===== config.mk =====
export PLATFORM = sky130hd
export DESIGN_NAME = climate_color_bilinear_blend
export DESIGN_NICKNAME = d
export VERILOG_FILES = /design/src/rtl/core/ccbb_pkg.sv /design/src/rtl/core/ccbb_lane.sv /design/src/rtl/core/climate_color_bilinear_blend.sv
export VERILOG_INCLUDE_DIRS = /design/src /design/src/rtl/core
export SDC_FILE = /design/constraint.sdc
export NUM_CORES = 2
export LEC_CHECK = 0
export BUFFER_PORTS_ARGS = -buffer_cell sky130_fd_sc_hd__buf_2
export CAP_MARGIN = 20
export CORE_ASPECT_RATIO = 0.7
export CORE_MARGIN = 2
export CORE_UTILIZATION = 66
export DETAILED_ROUTE_END_ITERATION = 8
export PLACE_DENSITY = 0.84
export SLEW_MARGIN = 20
export SYNTH_ARGS = -nofsm -noshare
export SYNTH_HDL_FRONTEND = slang
export SYNTH_SLANG_ARGS = --single-unit
export TNS_END_PERCENT = 50

===== constraint.sdc =====
create_clock -name clk_i -period 10.05 [get_ports clk_i]
set_input_delay 1.005 -clock clk_i [delete_from_list [all_inputs] [get_ports clk_i]]
set_output_delay 1.005 -clock clk_i [all_outputs]
set_load 0.1 [all_outputs]

===== src/rtl/core/climate_color_bilinear_blend_defines.svh =====
// Assertion helpers for the color blend block.
// Both sample on clk_i and are disabled while rst_ni is low.
`ifndef CLIMATE_COLOR_BILINEAR_BLEND_DEFINES_SVH
`define CLIMATE_COLOR_BILINEAR_BLEND_DEFINES_SVH

// Same-cycle implication.
`define CCBB_ASSERT_IMP(lbl, ante, cons, msg) \
  lbl: assert property (@(posedge clk_i) disable iff (!rst_ni) (ante) |-> (cons)) \
    else $error(msg);

// Next-cycle implication.
`define CCBB_ASSERT_NXT(lbl, ante, cons, msg) \
  lbl: assert property (@(posedge clk_i) disable iff (!rst_ni) (ante) |=> (cons)) \
    else $error(msg);

`endif


===== src/rtl/core/ccbb_pkg.sv =====
package ccbb_pkg;

  // fraction bits of the t and h coordinates
  localparam int unsigned FRAC_BITS = 8;
  localparam int unsigned SCALE     = 1 << FRAC_BITS;

  localparam int unsigned TEMP_W = 12;
  localparam int unsigned HUM_W  = 11;
  localparam int unsigned CH_W   = 8;
  localparam int unsigned OUT_W  = 16;

  // t = (T + 160) * S / 320, split as >> 6 then / 5
  localparam int unsigned TEMP_OFS = 160;
  localparam int unsigned T_SHR    = 6;
  localparam int unsigned TY_W     = FRAC_BITS + 4;
  localparam int unsigned TY_LIM   = 10 * SCALE;
  localparam int unsigned T_K      = FRAC_BITS + 6;
  localparam int unsigned T_MW     = FRAC_BITS + 4;
  localparam int unsigned T_M      = ((1 << T_K) + 4) / 5;

  // h = H * S / 800, split as >> 5 then / 25
  localparam int unsigned H_SHR  = 5;
  localparam int unsigned HZ_W   = FRAC_BITS + 6;
  localparam int unsigned HZ_LIM = 50 * SCALE;
  localparam int unsigned H_K    = FRAC_BITS + 11;
  localparam int unsigned H_MW   = FRAC_BITS + 7;
  localparam int unsigned H_M    = ((1 << H_K) + 24) / 25;

  localparam int unsigned COORD_W = FRAC_BITS + 2;  // 0..2S
  localparam int unsigned WGT_W   = FRAC_BITS + 1;  // 0..S
  localparam int unsigned DRY_W   = FRAC_BITS + 8;  // 0..255*S
  localparam int unsigned ROWP_W  = FRAC_BITS + 11;
  localparam int unsigned COLP_W  = 2 * FRAC_BITS + 11;
  localparam int unsigned OUT_SHR = 2 * FRAC_BITS - 8;
  localparam int unsigned OUT_MAX = 255 << 8;

  // [table][t row][h column][channel]; table 0 grass, 1 weed
  localparam logic [CH_W-1:0] CCBB_TAB [2][3][3][3] = '{
    '{
      '{'{8'd126, 8'd148, 8'd100}, '{8'd94,  8'd160, 8'd100}, '{8'd54, 8'd142, 8'd78}},
      '{'{8'd151, 8'd175, 8'd55},  '{8'd108, 8'd190, 8'd49},  '{8'd58, 8'd158, 8'd38}},
      '{'{8'd194, 8'd157, 8'd58},  '{8'd174, 8'd176, 8'd51},  '{8'd89, 8'd154, 8'd36}}
    },
    '{
      '{'{8'd139, 8'd202, 8'd155}, '{8'd116, 8'd195, 8'd144}, '{8'd87, 8'd181, 8'd124}},
      '{'{8'd204, 8'd199, 8'd57},  '{8'd99,  8'd190, 8'd38},  '{8'd43, 8'd163, 8'd27}},
      '{'{8'd240, 8'd211, 8'd69},  '{8'd186, 8'd195, 8'd43},  '{8'd53, 8'd160, 8'd25}}
    }
  };

  typedef struct packed {
    logic en3;  // load row blend stage
    logic en4;  // load column blend stage
  } ccbb_lane_ctrl_t;

endpackage


===== src/rtl/core/ccbb_lane.sv =====
module ccbb_lane import ccbb_pkg::*; (
  input  logic                  clk_i,
  input  ccbb_lane_ctrl_t       ctrl_i,
  input  logic [CH_W-1:0]       a0_i,
  input  logic [CH_W-1:0]       b0_i,
  input  logic [CH_W-1:0]       a1_i,
  input  logic [CH_W-1:0]       b1_i,
  input  logic [WGT_W-1:0]      wt_i,
  input  logic [WGT_W-1:0]      wh_i,
  output logic [OUT_W-1:0]      value_o
);

  // a*S + (b - a)*w, exact, never negative
  function automatic logic [DRY_W-1:0] row_blend(input logic [CH_W-1:0] a,
                                                 input logic [CH_W-1:0] b,
                                                 input logic [WGT_W-1:0] w);
    logic signed [ROWP_W-1:0] diff;
    logic signed [ROWP_W-1:0] prod;
    logic signed [ROWP_W-1:0] sum;
    diff = $signed(ROWP_W'(b)) - $signed(ROWP_W'(a));
    prod = diff * $signed(ROWP_W'(w));
    sum  = $signed(ROWP_W'({a, {FRAC_BITS{1'b0}}})) + prod;
    return sum[DRY_W-1:0];
  endfunction

  logic [DRY_W-1:0]  dry_d, dry_q, wet_d, wet_q;
  logic [WGT_W-1:0]  wh_q;
  logic signed [COLP_W-1:0] col_diff, col_prod, col_sum;
  logic [OUT_W-1:0]  out_d, out_q;

  assign dry_d = row_blend(a0_i, b0_i, wt_i);
  assign wet_d = row_blend(a1_i, b1_i, wt_i);

  always_ff @(posedge clk_i) begin
    if (ctrl_i.en3) begin
      dry_q <= dry_d;
      wet_q <= wet_d;
      wh_q  <= wh_i;
    end
  end

  // dry*S + (wet - dry)*wh, scale S*S, then truncate to 8 fraction bits
  always_comb begin
    col_diff = $signed(COLP_W'(wet_q)) - $signed(COLP_W'(dry_q));
    col_prod = col_diff * $signed(COLP_W'(wh_q));
    col_sum  = $signed(COLP_W'({dry_q, {FRAC_BITS{1'b0}}})) + col_prod;
    out_d    = col_sum[OUT_SHR+OUT_W-1:OUT_SHR];
  end

  always_ff @(posedge clk_i) begin
    if (ctrl_i.en4) begin
      out_q <= out_d;
    end
  end

  assign value_o = out_q;

endmodule


===== src/rtl/core/climate_color_bilinear_blend.sv =====
// An accepted item moves through stages 1 to 4; stage 4 valid drives m_tvalid_o.
// Throughput: one item per cycle while m_tready_i is high; the four stage
// registers stall independently, so bubbles close up and s_tready_o stays
// high while any stage can move. Reset (rst_ni low, asynchronous) clears the
// stage valid bits only; no data state is kept between items.
module climate_color_bilinear_blend import ccbb_pkg::*; (
  input  logic        clk_i,
  input  logic        rst_ni,
  input  logic        s_tvalid_i,
  output logic        s_tready_o,
  input  logic [23:0] s_tdata_i,   // [11:0] temperature, [22:12] humidity, [23] zero
  input  logic        s_tuser_i,   // [0] cmd: 0 grass table, 1 weed table
  output logic        m_tvalid_o,
  input  logic        m_tready_i,
  output logic [47:0] m_tdata_o    // [15:0] red, [31:16] green, [47:32] blue
);

`include "climate_color_bilinear_blend_defines.svh"

  // Stage enables: a stage loads when it is empty or its successor moves.
  logic v1_q, v2_q, v3_q, v4_q;
  logic en1, en2, en3, en4;

  assign en4 = !v4_q || m_tready_i;
  assign en3 = !v3_q || en4;
  assign en2 = !v2_q || en3;
  assign en1 = !v1_q || en2;

  assign s_tready_o = en1;
  assign m_tvalid_o = v4_q;

  always_ff @(posedge clk_i or negedge rst_ni) begin
    if (!rst_ni) begin
      v1_q <= 1'b0;
      v2_q <= 1'b0;
      v3_q <= 1'b0;
      v4_q <= 1'b0;
    end else begin
      if (en1) v1_q <= s_tvalid_i;
      if (en2) v2_q <= v1_q;
      if (en3) v3_q <= v2_q;
      if (en4) v4_q <= v3_q;
    end
  end

  // ---------------------------------------------------------------------
  // Stage 1: offset, pre-shift and saturation checks.
  // t numerator: (T + 160) * S / 64, forced to 0 when T + 160 <= 0.
  // h numerator: H * S / 32.
  // Beyond 10*S (t) or 50*S (h) the coordinate saturates at 2*S, which
  // keeps the reciprocal multiply below to a narrow, exact range.
  // ---------------------------------------------------------------------
  logic signed [TEMP_W:0]            tnum;
  logic [TEMP_W-1:0]                 tpos;
  logic [TEMP_W+FRAC_BITS-1:0]       y_full;
  logic [HUM_W+FRAC_BITS-1:0]        z_full;
  logic                              cmd1_q, tsat_d, tsat_q, hsat_d, hsat_q;
  logic [TY_W-1:0]                   y_q;
  logic [HZ_W-1:0]                   z_q;

  always_comb begin
    tnum   = $signed({s_tdata_i[TEMP_W-1], s_tdata_i[TEMP_W-1:0]})
           + $signed((TEMP_W+1)'(TEMP_OFS));
    tpos   = (tnum > 0) ? tnum[TEMP_W-1:0] : '0;
    y_full = {tpos, {FRAC_BITS{1'b0}}} >> T_SHR;
    tsat_d = y_full >= (TEMP_W+FRAC_BITS)'(TY_LIM);
    z_full = {s_tdata_i[TEMP_W+HUM_W-1:TEMP_W], {FRAC_BITS{1'b0}}} >> H_SHR;
    hsat_d = z_full >= (HUM_W+FRAC_BITS)'(HZ_LIM);
  end

  always_ff @(posedge clk_i) begin
    if (en1) begin
      cmd1_q <= s_tuser_i;
      y_q    <= y_full[TY_W-1:0];
      tsat_q <= tsat_d;
      z_q    <= z_full[HZ_W-1:0];
      hsat_q <= hsat_d;
    end
  end

  // ---------------------------------------------------------------------
  // Stage 2: divide by 5 and by 25 through reciprocal multiplies.
  // The reciprocals are rounded up; the error stays below one quotient
  // step over the unsaturated range, so the floor is exact.
  // ---------------------------------------------------------------------
  logic [TY_W+T_MW-1:0]  t_prod;
  logic [HZ_W+H_MW-1:0]  h_prod;
  logic [COORD_W-1:0]    t_fx_d, t_fx_q, h_fx_d, h_fx_q;
  logic                  cmd2_q;

  always_comb begin
    t_prod = (TY_W+T_MW)'(y_q) * (TY_W+T_MW)'(T_M);
    h_prod = (HZ_W+H_MW)'(z_q) * (HZ_W+H_MW)'(H_M);
    t_fx_d = tsat_q ? COORD_W'(2 * SCALE) : COORD_W'(t_prod[T_K+FRAC_BITS:T_K]);
    h_fx_d = hsat_q ? COORD_W'(2 * SCALE) : COORD_W'(h_prod[H_K+FRAC_BITS:H_K]);
  end

  always_ff @(posedge clk_i) begin
    if (en2) begin
      cmd2_q <= cmd1_q;
      t_fx_q <= t_fx_d;
      h_fx_q <= h_fx_d;
    end
  end

  // ---------------------------------------------------------------------
  // Stage 3 (row blend along t) and stage 4 (column blend along h) live in
  // one lane per channel. Cell index is capped at 1, so a coordinate of
  // exactly 2*S picks cell 1 with full weight.
  // ---------------------------------------------------------------------
  logic                  ti, hi;
  logic [1:0]            ti0, ti1, hi0, hi1;
  logic [WGT_W-1:0]      wt, wh;
  logic [CH_W-1:0]       a0 [3];
  logic [CH_W-1:0]       b0 [3];
  logic [CH_W-1:0]       a1 [3];
  logic [CH_W-1:0]       b1 [3];
  logic [OUT_W-1:0]      lane_val [3];
  ccbb_lane_ctrl_t       lane_ctrl;

  always_comb begin
    ti  = t_fx_q[FRAC_BITS] | t_fx_q[FRAC_BITS+1];
    hi  = h_fx_q[FRAC_BITS] | h_fx_q[FRAC_BITS+1];
    // low bits minus the cell base; wraps correctly at exactly 2*S
    wt  = t_fx_q[WGT_W-1:0] - {ti, {FRAC_BITS{1'b0}}};
    wh  = h_fx_q[WGT_W-1:0] - {hi, {FRAC_BITS{1'b0}}};
    ti0 = {1'b0, ti};
    ti1 = {ti, ~ti};
    hi0 = {1'b0, hi};
    hi1 = {hi, ~hi};
  end

  assign lane_ctrl.en3 = en3;
  assign lane_ctrl.en4 = en4;

  for (genvar gi = 0; gi < 3; gi++) begin : g_lane
    assign a0[gi] = CCBB_TAB[cmd2_q][ti0][hi0][2'(gi)];
    assign b0[gi] = CCBB_TAB[cmd2_q][ti1][hi0][2'(gi)];
    assign a1[gi] = CCBB_TAB[cmd2_q][ti0][hi1][2'(gi)];
    assign b1[gi] = CCBB_TAB[cmd2_q][ti1][hi1][2'(gi)];

    ccbb_lane u_lane (
      .clk_i   (clk_i),
      .ctrl_i  (lane_ctrl),
      .a0_i    (a0[gi]),
      .b0_i    (b0[gi]),
      .a1_i    (a1[gi]),
      .b1_i    (b1[gi]),
      .wt_i    (wt),
      .wh_i    (wh),
      .value_o (lane_val[gi])
    );
  end

  assign m_tdata_o = {lane_val[2], lane_val[1], lane_val[0]};

  // ---------------------------------------------------------------------
  // Checks
  // ---------------------------------------------------------------------
  `CCBB_ASSERT_NXT(a_accept_fills_s1, s_tvalid_i && s_tready_o, v1_q,
                   "accepted item did not reach stage 1")
  `CCBB_ASSERT_IMP(a_t_range, v2_q, t_fx_q <= COORD_W'(2 * SCALE),
                   "t coordinate above 2")
  `CCBB_ASSERT_IMP(a_h_range, v2_q, h_fx_q <= COORD_W'(2 * SCALE),
                   "h coordinate above 2")
  `CCBB_ASSERT_IMP(a_out_range, m_tvalid_o,
                   lane_val[0] <= OUT_W'(OUT_MAX) && lane_val[1] <= OUT_W'(OUT_MAX) &&
                   lane_val[2] <= OUT_W'(OUT_MAX),
                   "channel value above 255.0")

endmodule

==> run_results.csv <==
group,metric,value,unit
run_status,status,"finished clean",
die,io_pins,79,
die,die-area,51920,um^2
setup_path,path_max_fanout,22,
layout,nNetsFinal,4529,
setup_path,reg2reg_from,"t_fx_q[8]$_SDFFCE_PP0P_",
sta,slew_violations,0,
setup_path,rr_endpoint,"g_lane[0].u_lane.dry_q[15]$_DFFE_PP_",
drt,wl,70620,um
placed_design,dp_hpwl,55940,um
drt,vias,23157,
setup_path,worstPathArrival,8.93,ns
layout,drive_gt1_share,4.373,%
synthesis,synth_area,33050,um^2
die,die_h,191.2,um
sta,fin_setup_tns,0,ns
clock_network,cts_setup_buffers,0,
drt,ant_nets,0,
drt,drtPass1Iterations,6,
synthesis,ys_types,81,
clock_network,cts_buffer_depth,2,
sta,grt_setup_unrepaired,"no",
layout,final_common_cell,"inv_1",
clock_network,cts_buffers,17,
die,core,49350,um^2
synthesis,synth_area_leader_cell,"fa_1",
layout,area_delta_synth_final,4.770,%
setup_path,crit_buf_inv,7,
placed_design,globalplace.congestion,0.9355,
setup_path,endpoint_kind,"register",
clock_network,root_buffer,"clkbuf_16",
synthesis,synth_top_area_share,33.80,%
setup_path,crit_slowest_cell,"xnor2_1",
die,chipWidth,271.5,um
sta,finalHoldViolations,0,
clock_network,clkTransAtPathRegs,0.08,ns
synthesis,yosys-top-cells-area,"fa_1 (34%), ha_1 (17%), edfxtp_1 (14%), inv_1 (9.1%), and2_1 (4.2%)",
sta,skew,0.01544,ns
clock_network,htreeDepth,4,
layout,final_core_util,70.17,%
worst_hold_path,min_path_type,"in -> async",
setup_path,cpMostUsedCell,"inv_1",
sta,max-slew-margin-rel,27.93,%
grt,globalRouteOverflowTotal,0,
grt,grt_pass1_wl,121300,um
die,rows,68,
setup_path,critical-path-max-stage-delay,0.71,ns
setup_path,r2r_cells,29,
drt,drt_first_iter_violations,1757,
synthesis,netlist_instances,3462,
grt,grt_pass1_vias,24465,
sta,setup-violations-final,0,
grt,grt_util_all_layers,29.27,%
layout,n_fill_cell,3590,
synthesis,syn_area_per_cell,9.547,um^2
setup_path,rrSetupSlack,1.36,ns
sta,post-route-period-util,86.49,%
layout,num_antenna_cells,0,
setup_path,cp_top_family,"adder cells",
sta,fmax,0.1150,GHz
setup_path,worstSetupPathType,"reg -> reg",
setup_path,start_kind,"register",
sta,tightest_slew,1.076,ns
sta,holdWs,0.3087,ns
drt,avgViaCountPerCell,5.561,
grt,grt_max_degree,75,
synthesis,ys_warn_count,0,
clock_network,post_cts_resized,0,
clock_network,clock_latency,0.49,ns
clock_network,tritoncts,"built",
synthesis,ys_ff_latch,154,
setup_path,cp_data_required_time,10.29,ns
job,drv_cap,0,
synthesis,yosysSeqAreaShare,13.93,%
grt,antenna_found_initial,0,
layout,final_cell_mix,"inv_1 (799), fa_1 (558), ha_1 (456)",
synthesis,synth-edff-count,150,
clock_network,cts.sinks,154,
sta,period_needed,8.692,ns
clock_network,ctsHoldBuffers,0,
placed_design,portBuffers,61,
synthesis,async_reset_ff_share,2.597,%
die,initial_core_util,66.98,%
drt,post-route-drc-count,0,
synthesis,ys.flop_type,"edfxtp_1",
drt,wl_per_cell,16.96,um
sequential cells by signal (all words and copies together), names as in the netlist:
register,cells
z_q,11
v2_q,1
v3_q,1
y_q,10
m_tvalid_o,1
v1_q,1
g_lane.u_lane.wh_q,9
cmd2_q,1
hsat_q,1
g_lane.u_lane.dry_q,32
tsat_q,1
g_lane.u_lane.value_o,32
h_fx_q,10
g_lane.u_lane.wet_q,32
t_fx_q,10
cmd1_q,1
worst max path at each step:
stage                       startpoint                                    to  slack (ns)  cells after the start
6_report       t_fx_q[8]$_SDFFCE_PP0P_  g_lane[0].u_lane.dry_q[15]$_DFFE_PP_        1.36                     29
5_1_grt        t_fx_q[8]$_SDFFCE_PP0P_  g_lane[0].u_lane.dry_q[15]$_DFFE_PP_        0.88                     28
4_1_cts        t_fx_q[8]$_SDFFCE_PP0P_  g_lane[0].u_lane.dry_q[15]$_DFFE_PP_        1.55                     29
3_5_place_dp   t_fx_q[8]$_SDFFCE_PP0P_  g_lane[0].u_lane.dry_q[15]$_DFFE_PP_        1.58                     29
3_3_place_gp   t_fx_q[8]$_SDFFCE_PP0P_  g_lane[1].u_lane.dry_q[15]$_DFFE_PP_        1.89                     30
2_1_floorplan  t_fx_q[8]$_SDFFCE_PP0P_  g_lane[1].u_lane.wet_q[15]$_DFFE_PP_        2.73                     33
cells by family (layout without fill, tap and decap cells):
family          Yosys count  count (layout)  synth area share (%)
fa+ha+maj              1014            1014                 51.06
simple gates            922             922                 13.92
buf+inv                 900             922                 10.44
compound gates          296             296                 5.902
xor+xnor                174             174                 4.717
flops                   154             154                 13.93
other cells               1              16               0.01135
mux                       1               1               0.03028
per-layer routing:
| layer | up-vias | wire length, um | track usage (%) |
|---|---|---|---|
| li1 | 10685 | - | - |
| met1 | 11417 | 30970 | 41.54 |
| met2 | 929 | 31380 | 46.06 |
| met3 | 124 | 6604 | 6.318 |
| met4 | 2 | 1613 | 7.333 |
| met5 | - | 58 | 0.8459 |
cell usage after synthesis, types with 4 or more instances:
| library cell | count |
|---|---|
| a21boi_0 | 4 |
| a21boi_1 | 4 |
| buf_2 | 9 |
| nor2b_1 | 74 |
| a211oi_1 | 11 |
| nand2_1 | 346 |
| clkbuf_1 | 69 |
| a21o_1 | 27 |
| and3_1 | 13 |
| nor4_1 | 6 |
| o21bai_1 | 19 |
| or2_2 | 9 |
| buf_4 | 16 |
| o31ai_1 | 4 |
| o21ai_0 | 41 |
| nand2b_1 | 56 |
| edfxtp_1 | 150 |
| buf_1 | 4 |
| xor2_1 | 35 |
| a21oi_1 | 87 |
| o21ai_1 | 14 |
| xnor2_1 | 136 |
| and2_1 | 221 |
| nor2_1 | 123 |
| o21a_1 | 26 |
| nand4_1 | 6 |
| inv_1 | 799 |
| or3_1 | 8 |
| nand3_1 | 14 |
| nor3_1 | 26 |
| dfrtp_1 | 4 |
| ha_1 | 456 |
| fa_1 | 558 |
| a31oi_1 | 11 |
cell type report:
cell class / count / area, um^2 / share of cell area, %
sequential: 154 / 4604 / 13.30
inverter: 802 / 3010 / 8.693
multi-input combinational: 2423 / 25060 / 72.37
tap: 665 / 832.0 / 2.403
timing repair buffer: 88 / 515.5 / 1.489
clock inverter: 15 / 178.9 / 0.5167
clock buffer: 17 / 425.4 / 1.228
through the flow:
stage               cell area (um^2)  worst slack, ns  cells
detailed placement             34030            1.578   4132
global route                   34630           0.8830   4164
floorplan                      33110            2.732   3477
CTS                            34630            1.552   4164
global placement               34010            1.886   4131
finish                         34630            1.358   4164
Power is not shown: default switching activity piles up to over one toggle a cycle in this logic, so the estimate is an artifact.
